$ cat src/hdl/mme_pkg.sv
// Shared types, constants and helpers for the matrix multiply engine.
// Used by the controller, the datapath and the top level; no dependencies.
package mme_pkg;

    // Matrix dimensions and number formats
    localparam int MAX_DIM     = 8;
    localparam int DIM_W       = $clog2(MAX_DIM);
    localparam int CNT_W       = $clog2(MAX_DIM + 1);
    localparam int STORE_DEPTH = MAX_DIM * MAX_DIM;
    localparam int ADDR_W      = 2 * DIM_W;
    localparam int VALUE_W     = 32;
    localparam int ACC_W       = 64;
    localparam int FRAC_W      = 16;

    // Configuration port
    localparam int CFG_W     = 4;
    localparam int CFG_IDX_W = 1;
    localparam logic [CFG_IDX_W-1:0] REG_ROWS_A     = 1'b0;
    localparam logic [CFG_IDX_W-1:0] REG_INNER_SIZE = 1'b1;
    localparam logic [CFG_W-1:0]     DIM_RESET      = CFG_W'(MAX_DIM);

    // Input item kinds
    localparam logic CMD_LOAD_A   = 1'b0;
    localparam logic CMD_STREAM_B = 1'b1;

    // Stream widths
    localparam int IN_TDATA_W  = 40;
    localparam int OUT_TDATA_W = 40;

    typedef enum logic [1:0] {
        ST_IDLE,
        ST_MAC,
        ST_DRAIN,
        ST_EMIT
    } t_state;

    // Controller to datapath
    typedef struct packed {
        logic             take_item;   // latch a right-matrix item
        logic             store_we;    // write a left-matrix element
        logic             issue;       // start one row through the MAC pipe
        logic             emit_load;   // load one result into the output register
        logic             emit_last;   // result is the last of its column
        logic [DIM_W-1:0] row;         // row for issue or emit
    } t_dp_cmd;

    // Datapath to controller
    typedef struct packed {
        logic pipe_busy;   // products still on their way to the accumulators
        logic out_free;    // output register can take a result this cycle
    } t_dp_stat;

    // Map a register value onto the usable range 1..MAX_DIM
    function automatic logic [CNT_W-1:0] clamp_dim(input logic [CFG_W-1:0] r);
        logic [CNT_W-1:0] d;
        if (r == '0) begin
            d = CNT_W'(1);
        end else if (CNT_W'(r) > CNT_W'(MAX_DIM)) begin
            d = CNT_W'(MAX_DIM);
        end else begin
            d = CNT_W'(r);
        end
        return d;
    endfunction

endpackage

$ cat src/hdl/mme_ctrl.sv
// Controller of the matrix multiply engine: configuration registers and the
// sequencer that steps rows through the datapath. Depends on mme_pkg.
module mme_ctrl import mme_pkg::*; (
    input  logic                 i_clk,
    input  logic                 i_rst_n,
    input  logic                 i_cfg_we,
    input  logic [CFG_IDX_W-1:0] i_cfg_index,
    input  logic [CFG_W-1:0]     i_cfg_wdata,
    input  logic                 i_in_valid,
    output logic                 o_in_ready,
    input  logic                 i_in_cmd,
    input  logic [DIM_W-1:0]     i_in_row,
    input  t_dp_stat             i_stat,
    output t_dp_cmd              o_cmd
);

    t_state             r_state, n_state;
    logic [DIM_W-1:0]   r_row, n_row;
    logic               r_complete, n_complete;
    logic [CFG_W-1:0]   r_rows_a;
    logic [CFG_W-1:0]   r_inner_size;

    logic [CNT_W-1:0]   w_nrows;
    logic [CNT_W-1:0]   w_ninner;
    logic               w_accept;
    logic               w_k_ok;
    logic               w_k_last;
    logic               w_row_last;

    assign w_nrows    = clamp_dim(r_rows_a);
    assign w_ninner   = clamp_dim(r_inner_size);
    assign w_accept   = i_in_valid && o_in_ready;
    assign w_k_ok     = CNT_W'(i_in_row) < w_ninner;
    assign w_k_last   = CNT_W'(i_in_row) == (w_ninner - CNT_W'(1));
    assign w_row_last = CNT_W'(r_row) == (w_nrows - CNT_W'(1));

    // Write configuration registers
    always_ff @(posedge i_clk) begin
        if (!i_rst_n) begin
            r_rows_a     <= DIM_RESET;
            r_inner_size <= DIM_RESET;
        end else if (i_cfg_we) begin
            case (i_cfg_index)
                REG_ROWS_A:     r_rows_a     <= i_cfg_wdata;
                REG_INNER_SIZE: r_inner_size <= i_cfg_wdata;
                default: ;
            endcase
        end
    end

    // Next state
    always_comb begin
        n_state    = r_state;
        n_row      = r_row;
        n_complete = r_complete;
        case (r_state)
            ST_IDLE: begin
                if (w_accept && i_in_cmd == CMD_STREAM_B && w_k_ok) begin
                    n_state    = ST_MAC;
                    n_row      = '0;
                    n_complete = w_k_last;
                end
            end
            ST_MAC: begin
                if (w_row_last) begin
                    n_state = ST_DRAIN;
                end else begin
                    n_row = r_row + DIM_W'(1);
                end
            end
            ST_DRAIN: begin
                if (!i_stat.pipe_busy) begin
                    n_row   = '0;
                    n_state = r_complete ? ST_EMIT : ST_IDLE;
                end
            end
            ST_EMIT: begin
                if (i_stat.out_free) begin
                    if (w_row_last) begin
                        n_state = ST_IDLE;
                    end else begin
                        n_row = r_row + DIM_W'(1);
                    end
                end
            end
            default: n_state = ST_IDLE;
        endcase
    end

    // Commands and handshake
    always_comb begin
        o_cmd      = '0;
        o_in_ready = 1'b0;
        case (r_state)
            ST_IDLE: begin
                o_in_ready      = 1'b1;
                o_cmd.store_we  = w_accept && i_in_cmd == CMD_LOAD_A;
                o_cmd.take_item = w_accept && i_in_cmd == CMD_STREAM_B && w_k_ok;
            end
            ST_MAC: begin
                o_cmd.issue = 1'b1;
                o_cmd.row   = r_row;
            end
            ST_DRAIN: ;
            ST_EMIT: begin
                o_cmd.emit_load = i_stat.out_free;
                o_cmd.emit_last = w_row_last;
                o_cmd.row       = r_row;
            end
            default: ;
        endcase
    end

    // State registers
    always_ff @(posedge i_clk) begin
        if (!i_rst_n) begin
            r_state    <= ST_IDLE;
            r_row      <= '0;
            r_complete <= 1'b0;
        end else begin
            r_state    <= n_state;
            r_row      <= n_row;
            r_complete <= n_complete;
        end
    end

endmodule

$ cat config.mk
export PLATFORM = sky130hd
export DESIGN_NAME = mme_ctrl
export DESIGN_NICKNAME = d
export VERILOG_FILES = /design/src/hdl/mme_pkg.sv /design/src/hdl/mme_ctrl.sv
export SDC_FILE = /design/constraint.sdc
export NUM_CORES = 1
export LEC_CHECK = 0
export ABC_AREA = 0
export BUFFER_PORTS_ARGS = -buffer_cell sky130_fd_sc_hd__buf_2
export CORE_ASPECT_RATIO = 1.1
export CORE_MARGIN = 1
export CORE_UTILIZATION = 49
export DETAILED_ROUTE_END_ITERATION = 16
export PLACE_DENSITY = 0.75
export SLEW_MARGIN = 25
export SYNTH_ARGS = -nofsm -noshare
export SYNTH_HDL_FRONTEND = slang
export SYNTH_SLANG_ARGS = --single-unit
$ cat constraint.sdc
create_clock -name i_clk -period 4.25 [get_ports i_clk]
set_clock_uncertainty 0.15 [all_clocks]
set_input_delay 0.425 -clock i_clk [delete_from_list [all_inputs] [get_ports i_clk]]
set_output_delay 0.425 -clock i_clk [all_outputs]
set_load 0.01 [all_outputs]
==> summary.txt <==
Status
  – Status: finished clean

CTS
  – Cts bufs inserted: 3
  – Skew-Pair Late Insertion Delay: 0.28 ns
  – Post-CTS Setup Bufs: 0
  – Post-CTS Hold Fix Bufs: 0
  – Clk slew on worst S/H paths: 0.09 ns
  – CTS Root Cell: clkbuf_4
  – Clock Tree Buf Depth: 2
  – Post-CTS sizing: 0
  – Sinks on Clock Net: 14
  – CTS tree: built
  – CTS H-tree lvls: 1

Route
  – Routed WL per cell: 11.3 µm
  – Via Count: 852
  – Residual DRC: 0
  – DRT Pass-1 Iters: 6
  – Vias per Instance: 5.36
  – WL final: 1800 µm
  – Starting DRT DRC Count: 7
  – ANT nets after route: 0

Floorplanning
  – Std-Cell Rows: 16
  – Die ar.: 2110 µm²
  – I/O pins: 24
  – Die X: 43.9 µm
  – Initial core utilization: 0.525
  – Core ar.: 1800 µm²
  – Die height: 48.1 µm

STA
  – Final WS setup: 1.67 ns
  – Final Hold Fails: 0
  – Max Clock Freq: 387 MHz
  – Worst rel slew slack: 0.704
  – Tmin final: 2.58 ns
  – Worst-margin pin slew: 0.443 ns
  – Setup TNS: 0 ns
  – Setup repair after global routing missed its margin: no
  – Final period util: 0.608
  – Setup-failing EPs final: 0
  – Final Max Slew Viols: 0

Placed design
  – Post-DP HPWL: 1380 µm
  – Pre-CTS setup slack: 1.97 ns
  – PortBufs: 23
  – Placed cell area: 1060 µm²
  – Placed cells: 155
  – Gpl congestion: 0.727

Power and ir drop
  – Tot Pwr: 298 µW
  – Max IR drop VDD: 0.000200 V
  – Clock share of power: 0.319
  – Combinational power share: 0.195
  – Seq pwr share: 0.486
  – Pwr per Cell Area: 272 nW/µm²
  – Net Switching: 80.6 µW
  – Sw Share: 0.270
  – Leakage Power: 0.519 nW
  – Int Pwr: 218 µW

Critical path
  – Worst path cell trace: o21bai_1 > nand2_1 > ha_1 > xnor2_1 > a31oi_1 > nand3_2 > nor2_1 > buf_2
  – Worst Path Max Fanout: 10
  – Worst Reg-to-Reg Cells: 8
  – Kind of critical path: register to output pin
  – Critical Path Max Stage Delay: 0.33 ns
  – Slowest stage cell on the critical path: dfxtp_1
  – CP startpoint kind: register
  – Worst Setup End Kind: output pin
  – Worst Path Arrival: 2.01 ns
  – CP required: 3.67 ns

Yosys
  – Share of the synthesized area in the top cell type: 0.296
  – Netlist Area Pre-Place: 946 µm²
  – Post-Syn Instances: 119
  – Synth area leaders: dfxtp_1 (30%), ha_1 (7.9%), nand2_1 (7.1%)
  – YS warnings: 0
  – Seq/Total Area, Yosys: 0.296
  – Number of distinct library cells after synthesis: 33
  – Syn_nets: 140
  – Syn_area_per_cell: 7.95 µm²
  – Post-synth top area cell: dfxtp_1
  – Flops & latches, synth: 14

Min path
  – Min-Delay Path Class: input pin to register
  – Hold path depth: 3

Global routing
  – Vias in the first global route: 756
  – First-pass GRT wire length: 2980 µm
  – Initial antenna violation count: 0
  – GRT Util Overall: 0.192
  – GRT Residual Overflow: 0
  – Largest net degree at the start of global routing: 21

Layout
  – Final Cell Area: 1100 µm²
  – Non-Filler Instances: 159
  – Most frequent cells in the layout: buf_2 (23), nand2_1 (18), dfxtp_1 (14), nor2_1 (11), inv_1 (7)
  – Area added between synthesis and finish: 16.0%
  – Diode count: 0
  – Final #Nets: 163
  – FILL cells: 186
  – Most common cell after layout, fill and taps aside: buf_2
  – Layout cell share with drive strength beyond 1: 0.227

Run
  – Max Cap Viol: 0
state kept, by name (all words and copies together), names as in the netlist:
name,cells
r_state,2
r_row,3
r_rows_a,4
r_inner_size,4
r_complete,1
final cells by class:
class                   instances  area, µm²  area share
multi-input cells              93        617       0.562
flip-flops and latches         14        280       0.255
repair buffers                 23        115       0.105
clock buffers                   4       36.3      0.0331
inverters                       7       26.3      0.0239
well taps                      18       22.5      0.0205
power by group through the flow:
stage / Clock, mW / Combinational (mW) / Sequential (mW)
6_report: 0.0952 / 0.0581 / 0.145
5_1_grt: 0.105 / 0.0662 / 0.146
4_1_cts: 0.0984 / 0.0586 / 0.145
3_5_place_dp: 0 / 0.0583 / 0.148
3_3_place_gp: 0 / 0.0561 / 0.148
2_1_floorplan: 0 / 0.0425 / 0.144
worst max-delay path, delay by kind of cell, from the launching register on:
family                     cells  cell delay [ns]
AOI/OAI and AO/OA              2             0.39
DFF                            1             0.33
buffers and inverters          1             0.13
adders and majority gates      1             0.30
and+or+nand+nor                3             0.45
xor gates and xnor gates       1             0.13
kinds of logic after synthesis:
family | after synthesis | synth area share
buffers and inverters | 12 | 0.0516
multiplexers | 4 | 0.0423
adder cells (fa/ha/maj) | 6 | 0.0794
flip-flops | 14 | 0.296
AND/OR/NAND/NOR | 59 | 0.323
XOR/XNOR | 6 | 0.0556
AO/OA/AOI/OAI | 18 | 0.152
final timing paths:
kind / slack [ns] / endpoint / start
max reg2reg: 1.99 / r_state[1] / r_rows_a[1]
max: 1.67 / o_cmd[3] / r_rows_a[1]
min: 0.25 / r_inner_size[3] / i_cfg_wdata[3]
min reg2reg: 0.33 / r_inner_size[0] / r_inner_size[0]
metrics by stage:
step / utilization / hold slack [ns]
2_1_floorplan: - / 0.294
6_report: 0.609 / 0.249
5_1_grt: 0.609 / 0.252
4_1_cts: 0.609 / 0.244
3_3_place_gp: 0.589 / 0.311
3_5_place_dp: 0.589 / 0.316
cells in the mapped netlist:
cell,n
xnor2_1,6
and2_2,1
nand3_1,6
and4_1,1
nand2b_1,6
o221ai_1,2
nand4_1,2
buf_4,1
o21ai_0,2
inv_1,7
a21o_1,2
a31oi_1,1
a21boi_1,2
clkbuf_1,4
and4_4,1
a211o_1,1
o221a_1,1
a311o_1,1
dfxtp_1,14
and2_1,3
mux2i_1,4
nand3_2,1
nor3b_1,1
ha_1,6
nor2b_1,5
and2b_2,1
nor2_1,11
a21boi_0,3
nand2_1,18
o31a_1,1
a41o_2,1
and3_1,2
o21bai_1,1
metal layers:
metal / wire [µm] / track usage / up-vias
li1: - / - / 449
met1: 864 / 0.223 / 385
met2: 858 / 0.358 / 16
met3: 62 / 0.0226 / 2
met4: 12 / 0.0909 / 0
met5: 0 / 0 / -
No activity file was read; power rests on OpenSTA's default activity.
